`src/sv/mcp_pkg.sv`:
```
`timescale 1ns / 1ps
// ----------------------------------------------------------------------------
// mcp_pkg
// Shared types and constants for the midpoint circle point generator.
// ----------------------------------------------------------------------------
package mcp_pkg;

    // Defaults for the top-level parameters
    localparam int DEF_MAX_DIAMETER = 128;
    localparam int DEF_COORD_BITS   = 11;

    // Fixed field widths and the beat limit
    localparam int DIA_W        = 8;
    localparam int OUT_W        = 13;
    localparam int OUT_FIELDS   = 8;
    localparam int RESULT_LIMIT = 48;
    localparam int CNT_W        = $clog2(RESULT_LIMIT + 1);

    // Controller states
    typedef enum logic {
        ST_IDLE,
        ST_RUN
    } t_state;

    // Controller to datapath commands
    typedef struct packed {
        logic load;   // capture a new request and seed the iteration
        logic step;   // emit one beat and advance the iteration
    } t_cmd;

    // Datapath to controller status
    typedef struct packed {
        logic active;    // current iteration produces a beat
        logic last;      // beat emitted by a step now is the final one
        logic out_free;  // output register can take a beat this cycle
    } t_sts;

endpackage

```
`src/sv/mcp_ctrl.sv`:
```
`timescale 1ns / 1ps
// ----------------------------------------------------------------------------
// mcp_ctrl
// Sequencer: accepts one request, then steps the datapath once per beat
// until the final point set has been issued.
// ----------------------------------------------------------------------------
module mcp_ctrl (
    input  logic          i_clk,
    input  logic          i_rst_n,
    input  logic          i_s_tvalid,
    output logic          o_s_tready,
    output mcp_pkg::t_cmd o_cmd,
    input  mcp_pkg::t_sts i_sts
);
    import mcp_pkg::*;

    t_state r_state;
    t_state n_state;

    // State register
    always_ff @(posedge i_clk) begin
        if (!i_rst_n) begin
            r_state <= ST_IDLE;
        end else begin
            r_state <= n_state;
        end
    end

    // Next state
    always_comb begin
        n_state = r_state;
        case (r_state)
            ST_IDLE: begin
                if (i_s_tvalid) begin
                    n_state = ST_RUN;
                end
            end
            ST_RUN: begin
                // leave at once for a degenerate circle, else after the last beat
                if (!i_sts.active) begin
                    n_state = ST_IDLE;
                end else if (i_sts.out_free && i_sts.last) begin
                    n_state = ST_IDLE;
                end
            end
            default: n_state = ST_IDLE;
        endcase
    end

    // Outputs
    always_comb begin
        o_s_tready = 1'b0;
        o_cmd      = '0;
        case (r_state)
            ST_IDLE: begin
                o_s_tready = 1'b1;
                o_cmd.load = i_s_tvalid;
            end
            ST_RUN: begin
                o_cmd.step = i_sts.active && i_sts.out_free;
            end
            default: begin
                o_s_tready = 1'b0;
            end
        endcase
    end

endmodule

```
`src/sv/mcp_datapath.sv`:
```
`timescale 1ns / 1ps
// ----------------------------------------------------------------------------
// mcp_datapath
// Iteration registers (offsets, step terms, error), the eight-way
// symmetric coordinate adders and the output beat register.
// ----------------------------------------------------------------------------
module mcp_datapath #(
    parameter int MAX_DIAMETER = mcp_pkg::DEF_MAX_DIAMETER,
    parameter int COORD_BITS   = mcp_pkg::DEF_COORD_BITS
) (
    input  logic                                         i_clk,
    input  logic                                         i_rst_n,
    input  mcp_pkg::t_cmd                                i_cmd,
    output mcp_pkg::t_sts                                o_sts,
    input  logic [COORD_BITS-1:0]                        i_left_x,
    input  logic [COORD_BITS-1:0]                        i_top_y,
    input  logic [mcp_pkg::DIA_W-1:0]                    i_diameter,
    input  logic                                         i_m_tready,
    output logic                                         o_m_tvalid,
    output logic [mcp_pkg::OUT_FIELDS*mcp_pkg::OUT_W-1:0] o_m_tdata,
    output logic                                         o_m_tlast
);
    import mcp_pkg::*;

    localparam int RAD_BITS = $clog2(MAX_DIAMETER / 2 + 1);
    localparam int OFS_W    = RAD_BITS + 1;
    localparam int STEP_W   = RAD_BITS + 2;
    localparam int ERR_W    = RAD_BITS + 4;
    localparam int CEN_W    = COORD_BITS + 1;
    localparam int SUM_W    = (COORD_BITS + 3 > OUT_W) ? COORD_BITS + 3 : OUT_W;

    // Iteration state
    logic signed [OFS_W-1:0]  r_x, r_y;
    logic        [STEP_W-1:0] r_dx, r_dy;
    logic signed [ERR_W-1:0]  r_err, r_dia;
    logic        [CEN_W-1:0]  r_cx, r_cy;
    logic        [CNT_W-1:0]  r_count;

    // Output beat
    logic                              r_valid;
    logic [OUT_FIELDS*OUT_W-1:0]       r_data;
    logic                              r_last;

    // Request decode
    logic [DIA_W-1:0]   dia_sat;
    logic [DIA_W-2:0]   radius;

    // Next iteration values
    logic signed [OFS_W-1:0]  x_nx, y_nx;
    logic        [STEP_W-1:0] dx_nx, dy_nx;
    logic signed [ERR_W-1:0]  err_mid, err_nx;
    logic        [CNT_W-1:0]  count_nx;
    logic                     active_nx;

    // Coordinate sums
    logic signed [SUM_W-1:0] s_cx, s_cy, s_x, s_y;
    logic signed [SUM_W-1:0] p_cxpx, p_cxmx, p_cxpy, p_cxmy;
    logic signed [SUM_W-1:0] p_cypy, p_cymy, p_cypx, p_cymx;

    // Saturate the diameter, halve for the radius
    assign dia_sat = (i_diameter > DIA_W'(MAX_DIAMETER)) ? DIA_W'(MAX_DIAMETER) : i_diameter;
    assign radius  = dia_sat[DIA_W-1:1];

    // One midpoint step: y move first, then x move on the updated error
    always_comb begin
        y_nx    = r_y;
        dy_nx   = r_dy;
        err_mid = r_err;
        if (r_err <= 0) begin
            y_nx    = r_y + OFS_W'(1);
            err_mid = r_err + signed'(ERR_W'(r_dy));
            dy_nx   = r_dy + STEP_W'(2);
        end
        x_nx   = r_x;
        dx_nx  = r_dx;
        err_nx = err_mid;
        if (err_mid > 0) begin
            x_nx   = r_x - OFS_W'(1);
            dx_nx  = r_dx + STEP_W'(2);
            err_nx = err_mid + signed'(ERR_W'(dx_nx)) - r_dia;
        end
    end

    assign count_nx  = r_count + CNT_W'(1);
    assign active_nx = (x_nx >= y_nx) && (count_nx < CNT_W'(RESULT_LIMIT));

    // Status
    assign o_sts.active   = (r_x >= r_y) && (r_count < CNT_W'(RESULT_LIMIT));
    assign o_sts.last     = !active_nx;
    assign o_sts.out_free = !r_valid || i_m_tready;

    // Eight symmetric coordinates
    assign s_cx   = signed'(SUM_W'(r_cx));
    assign s_cy   = signed'(SUM_W'(r_cy));
    assign s_x    = SUM_W'(r_x);
    assign s_y    = SUM_W'(r_y);
    assign p_cxpx = s_cx + s_x;
    assign p_cxmx = s_cx - s_x;
    assign p_cxpy = s_cx + s_y;
    assign p_cxmy = s_cx - s_y;
    assign p_cypy = s_cy + s_y;
    assign p_cymy = s_cy - s_y;
    assign p_cypx = s_cy + s_x;
    assign p_cymx = s_cy - s_x;

    // Seed on load, advance on step
    always_ff @(posedge i_clk) begin
        if (i_cmd.load) begin
            r_dia   <= ERR_W'(dia_sat);
            r_cx    <= CEN_W'(i_left_x) + CEN_W'(radius);
            r_cy    <= CEN_W'(i_top_y) + CEN_W'(radius);
            r_x     <= OFS_W'(radius) - OFS_W'(1);
            r_y     <= '0;
            r_dx    <= STEP_W'(1);
            r_dy    <= STEP_W'(1);
            r_err   <= ERR_W'(1) - ERR_W'(dia_sat);
            r_count <= '0;
        end else if (i_cmd.step) begin
            r_x     <= x_nx;
            r_y     <= y_nx;
            r_dx    <= dx_nx;
            r_dy    <= dy_nx;
            r_err   <= err_nx;
            r_count <= count_nx;
        end
    end

    // Output valid: set on step, drop when taken
    always_ff @(posedge i_clk) begin
        if (!i_rst_n) begin
            r_valid <= 1'b0;
        end else if (i_cmd.step) begin
            r_valid <= 1'b1;
        end else if (i_m_tready) begin
            r_valid <= 1'b0;
        end
    end

    // Output payload: capture on step, hold otherwise
    always_ff @(posedge i_clk) begin
        if (i_cmd.step) begin
            r_data <= {p_cymx[OUT_W-1:0], p_cypx[OUT_W-1:0],
                       p_cymy[OUT_W-1:0], p_cypy[OUT_W-1:0],
                       p_cxmy[OUT_W-1:0], p_cxpy[OUT_W-1:0],
                       p_cxmx[OUT_W-1:0], p_cxpx[OUT_W-1:0]};
            r_last <= !active_nx;
        end
    end

    assign o_m_tvalid = r_valid;
    assign o_m_tdata  = r_data;
    assign o_m_tlast  = r_last;

endmodule

```
`src/sv/midpoint_circle_points_top.sv`:
```
`timescale 1ns / 1ps
// ----------------------------------------------------------------------------
// midpoint_circle_points_top
// Midpoint circle point generator: one box request in, one beat of eight
// symmetric coordinates out per iteration, final beat marked by tlast.
// ----------------------------------------------------------------------------
//  Channel  | Direction | Payload
//  ---------+-----------+------------------------------------------------------
//  s_axis   | in        | tdata: left_x, top_y, diameter (zero padded to bytes)
//  m_axis   | out       | tdata: 8 coordinates x 13 bits; tlast: is_last
//
//  A request is loaded from idle, then the single iteration unit emits one
//  output beat per cycle unless the output stalls: about radius/sqrt(2)+1
//  beats, at most 48; the next request is taken in the cycle right after
//  the final step.
//  Diameters 0 and 1 give no beats; the run state returns straight to idle.
//  Reset is synchronous, active low; it empties the output register.
//  Output backpressure stalls the iteration; a new request is taken while
//  the final beat still waits in the output register.
// ----------------------------------------------------------------------------
module midpoint_circle_points_top #(
    parameter int MAX_DIAMETER = mcp_pkg::DEF_MAX_DIAMETER,
    parameter int COORD_BITS   = mcp_pkg::DEF_COORD_BITS
) (
    input  logic i_clk,
    input  logic i_rst_n,
    // left_x [COORD_BITS-1:0], top_y, diameter [7:0], zero pad
    input  logic [((2*COORD_BITS+mcp_pkg::DIA_W+7)/8)*8-1:0] s_tdata,
    input  logic s_tvalid,
    output logic s_tready,
    // centre_x_plus_x, centre_x_minus_x, centre_x_plus_y, centre_x_minus_y,
    // centre_y_plus_y, centre_y_minus_y, centre_y_plus_x, centre_y_minus_x
    output logic [mcp_pkg::OUT_FIELDS*mcp_pkg::OUT_W-1:0] m_tdata,
    output logic m_tvalid,
    input  logic m_tready,
    output logic m_tlast
);
    import mcp_pkg::*;

    t_cmd cmd;
    t_sts sts;

    mcp_ctrl u_ctrl (
        .i_clk      (i_clk),
        .i_rst_n    (i_rst_n),
        .i_s_tvalid (s_tvalid),
        .o_s_tready (s_tready),
        .o_cmd      (cmd),
        .i_sts      (sts)
    );

    mcp_datapath #(
        .MAX_DIAMETER (MAX_DIAMETER),
        .COORD_BITS   (COORD_BITS)
    ) u_datapath (
        .i_clk      (i_clk),
        .i_rst_n    (i_rst_n),
        .i_cmd      (cmd),
        .o_sts      (sts),
        .i_left_x   (s_tdata[COORD_BITS-1:0]),
        .i_top_y    (s_tdata[2*COORD_BITS-1:COORD_BITS]),
        .i_diameter (s_tdata[2*COORD_BITS+DIA_W-1:2*COORD_BITS]),
        .i_m_tready (m_tready),
        .o_m_tvalid (m_tvalid),
        .o_m_tdata  (m_tdata),
        .o_m_tlast  (m_tlast)
    );

endmodule

```
`config.mk`:
```
export PLATFORM = sky130hd
export DESIGN_NAME = midpoint_circle_points_top
export DESIGN_NICKNAME = d
export VERILOG_FILES = /design/src/sv/mcp_pkg.sv /design/src/sv/mcp_ctrl.sv /design/src/sv/mcp_datapath.sv /design/src/sv/midpoint_circle_points_top.sv
export SDC_FILE = /design/constraint.sdc
export NUM_CORES = 1
export LEC_CHECK = 0
export BUFFER_PORTS_ARGS = -buffer_cell sky130_fd_sc_hd__buf_2
export CAP_MARGIN = 15
export CORE_MARGIN = 1
export CORE_UTILIZATION = 56
export CTS_BUF_LIST = sky130_fd_sc_hd__clkbuf_4
export DETAILED_ROUTE_END_ITERATION = 16
export PLACE_DENSITY = 0.83
export SETUP_SLACK_MARGIN = 0.15
export SLEW_MARGIN = 20
export SYNTH_ARGS = -nofsm -noshare
export SYNTH_HDL_FRONTEND = slang
export SYNTH_SLANG_ARGS = --single-unit
export TNS_END_PERCENT = 5
```
`constraint.sdc`:
```
create_clock -name i_clk -period 5.45 [get_ports i_clk]
set_input_delay 0.545 -clock i_clk [delete_from_list [all_inputs] [get_ports i_clk]]
set_output_delay 0.545 -clock i_clk [all_outputs]
set_load 0.1 [all_outputs]
```
==> impl_metrics.tcl <==
set metrics [dict create \
    status "complete, no violations" \
    gp_congestion 0.902 \
    io_pins 143 \
    clockBufferDepth 2 \
    drive_gt1_frac 0.133 \
    cellPowerDensity_nw_per_um2 519 \
    slew_violations 0 \
    area_delta_synth_final_pct 9.84 \
    grtUsageTotal 0.255 \
    fin_skew_ns 0.0159 \
    yosysWarnings 0 \
    top_layer_used "met4" \
    synthArstFlopShare 0 \
    route.detailed.drc 0 \
    cts_tree "built" \
    period_share 0.862 \
    clk_pin_slew_worst_paths_ns 0.15 \
    p_leak_nw 5.95 \
    antenna_left 0 \
    dr.pass1.iters 7 \
    grt_overflow 0 \
    nNetsFinal 1643 \
    power_mw 7.46 \
    critPathMaxFanout 24 \
    cts-buffers-inserted 17 \
    synth_seq_cells 184 \
    vias 10100 \
    cts.sinks 184 \
    synth_edf_count 152 \
    clk_latency_ns 0.60 \
    post_cts_resized 0 \
    die_w_um 155 \
    rsz0062_at_grt "no" \
    ys.flop_type "edfxtp_1" \
    n_fill_cell 1799 \
    wl_per_cell_um 17.2 \
    io_buffers 140 \
    yosysSeqAreaShare 0.398 \
    whs_ns 0.183 \
    die_h_um 155 \
    syn-cell-area_um2 13100 \
    grt_pass1_vias 9654 \
    met2WireLength_um 14800 \
    start_util 0.574 \
    grt_max_degree 72 \
    tightest_slew_ns 1.08 \
    avgSynthCellArea_um2 10.0 \
    crit_path_end_kind "flop" \
    hold_violations 0 \
    fmax_mhz 213 \
    finalSetupViolCount 0 \
    dp_hpwl_um 23400 \
    drt-met1-wl_um 12500 \
    crit_required_ns 5.93 \
    hold_class "in -> reg" \
    met3_length_um 2020 \
    postCtsSetupBuffers 0 \
    ir_drop_uv 425 \
    cts-htree-levels 4 \
    dieArea_um2 24000 \
    slew_headroom 0.269 \
    cp_data_arrival_time_ns 5.17 \
    grt_pass1_wl_um 47800 \
    rows 55 \
    via_per_inst 5.73 \
    max_cap_viol_count 0 \
    final_util 0.631 \
    worstSetupPathType "reg -> reg" \
    wl_um 30200 \
    min_period_ns 4.70 \
    final_area_um2 14400 \
    grt_antenna_before_repair 1 \
    yosys.cell_types.count 60 \
    core_area_um2 22800 \
    placed_area_um2 14100 \
    hold_buffers 0 \
    cts_root_buf "clkbuf_4" \
    tns_ns 0 \
    syn_inst 1308 \
    critPathLaunchType "flop" \
    syn_nets 1516 \
    drt-initial-drc-count 784 \
]
-- cell usage after synthesis (all sizes together), types with 18 or more instances --
master / instances / share of area
a21oi: 105 / 0.040
clkbuf: 31 / 0.0089
dfxtp: 32 / 0.049
edfxtp: 152 / 0.35
fa: 18 / 0.028
ha: 154 / 0.15
inv: 114 / 0.033
nand2: 70 / 0.020
nand3: 42 / 0.016
nor2: 100 / 0.029
nor2b: 38 / 0.018
nor3: 22 / 0.0093
o21ai: 56 / 0.021
o21bai: 20 / 0.011
xnor2: 112 / 0.075
xor2: 33 / 0.022
-- cells in the final DEF, fill, tap and decap left out, drive strengths merged, types with 9 or more instances in the layout --
cell type / netlist / final
or3: 13 / 13
a211oi: 9 / 9
xor2: 33 / 33
clkbuf: 31 / 19
a31oi: 9 / 9
nor2b: 38 / 38
and2: 9 / 9
dfxtp: 32 / 32
nor3: 22 / 22
a21o: 13 / 13
nand3: 42 / 42
o211ai: 11 / 11
xnor2: 112 / 112
nor2: 100 / 100
inv: 114 / 119
edfxtp: 152 / 152
fa: 18 / 18
o31ai: 10 / 10
o21bai: 20 / 20
o21ai: 56 / 56
nand2b: 14 / 14
and3: 14 / 14
buf: 8 / 147
nand2: 70 / 70
mux2i: 14 / 14
a21oi: 105 / 105
ha: 154 / 154
-- final timing paths --
| path | from | end | slack, ns | depth (start not counted) |
|---|---|---|---|---|
| hold reg to reg | u_datapath.r_count[1] | u_datapath.r_count[1] | 0.50 | 2 |
| hold / removal | i_rst_n | u_datapath.o_m_tvalid | 0.18 | 3 |
| setup / recovery | u_datapath.r_err[0] | u_ctrl.r_state | 0.75 | 18 |
| setup reg to reg | u_datapath.r_err[0] | u_ctrl.r_state | 0.75 | 18 |
-- cell families (layout without fill, tap and decap cells) --
| group | count (synthesis) | in the layout | share of synthesized area |
|---|---|---|---|
| other | 0 | 1 | 0 |
| DFF | 184 | 184 | 0.398 |
| muxes | 15 | 15 | 0.0119 |
| xor gates and xnor gates | 145 | 145 | 0.0971 |
| and+or+nand+nor | 355 | 355 | 0.134 |
| AOI/OAI and AO/OA | 283 | 283 | 0.138 |
| buffers and inverters | 154 | 294 | 0.0466 |
| adders and majority gates | 172 | 172 | 0.175 |
-- power breakdown --
| part | leakage [nW] | internal [mW] | total [mW] | switching [mW] |
|---|---|---|---|---|
| combinational | 4.11 | 1.42 | 4.38 | 2.96 |
| sequential | 1.68 | 1.99 | 2.24 | 0.250 |
| clock | 0.163 | 0.335 | 0.829 | 0.494 |
| total | 5.95 | 3.75 | 7.46 | 3.70 |
-- area by class of cell --
cell class,count,area [um2],area share
clock buffer,19,143,0.00993
tap,313,392,0.0273
antenna,1,2.50,0.000174
multi-input combinational,970,7270,0.506
inverter,115,434,0.0302
sequential,184,5200,0.362
timing repair buffer,147,753,0.0524
clock inverter,13,169,0.0118
-- metal layers --
metal | GRT usage | up-vias
met1 | 0.313 | 4767
met3 | 0.0479 | 69
met4 | 0.111 | 0
met5 | 0 | -
met2 | 0.440 | 369
li1 | - | 4896
-- sequential cells by signal, summed over array words and instances, names as in the netlist --
name,cells
u_datapath.o_m_tdata,100
u_datapath.r_dx,8
u_datapath.r_y,8
u_ctrl.r_state,1
u_datapath.r_err,11
u_datapath.r_dia,8
u_datapath.r_cx,12
u_datapath.o_m_tlast,1
u_datapath.r_x,8
u_datapath.o_m_tvalid,1
u_datapath.r_count,6
u_datapath.r_cy,12
u_datapath.r_dy,8
-- through the flow --
stage / cells / setup WS (ns)
finish: 1762 / 0.752
global route: 1762 / 0.555
CTS: 1761 / 0.789
detailed placement: 1729 / 0.845
global placement: 1729 / 0.896
floorplan: 1308 / 1.35
-- critical path, cell delays in order, from the launching register on --
cell and delay, ns:
edfxtp_1 0.53, inv_1 0.10, fa_1 0.45, nand2b_1 0.20, a21oi_1 0.17, xnor2_1 0.20, nand4b_1 0.23, nor3_4 0.29
a2bb2oi_4 0.55, nand2_1 0.15, and2_1 0.17, ha_1 0.27, a21o_1 0.18, a21o_1 0.18, a21o_1 0.17, a21o_1 0.18
a211oi_1 0.23, or3_1 0.21, a221oi_1 0.09
(Power assumes the default switching activity.)
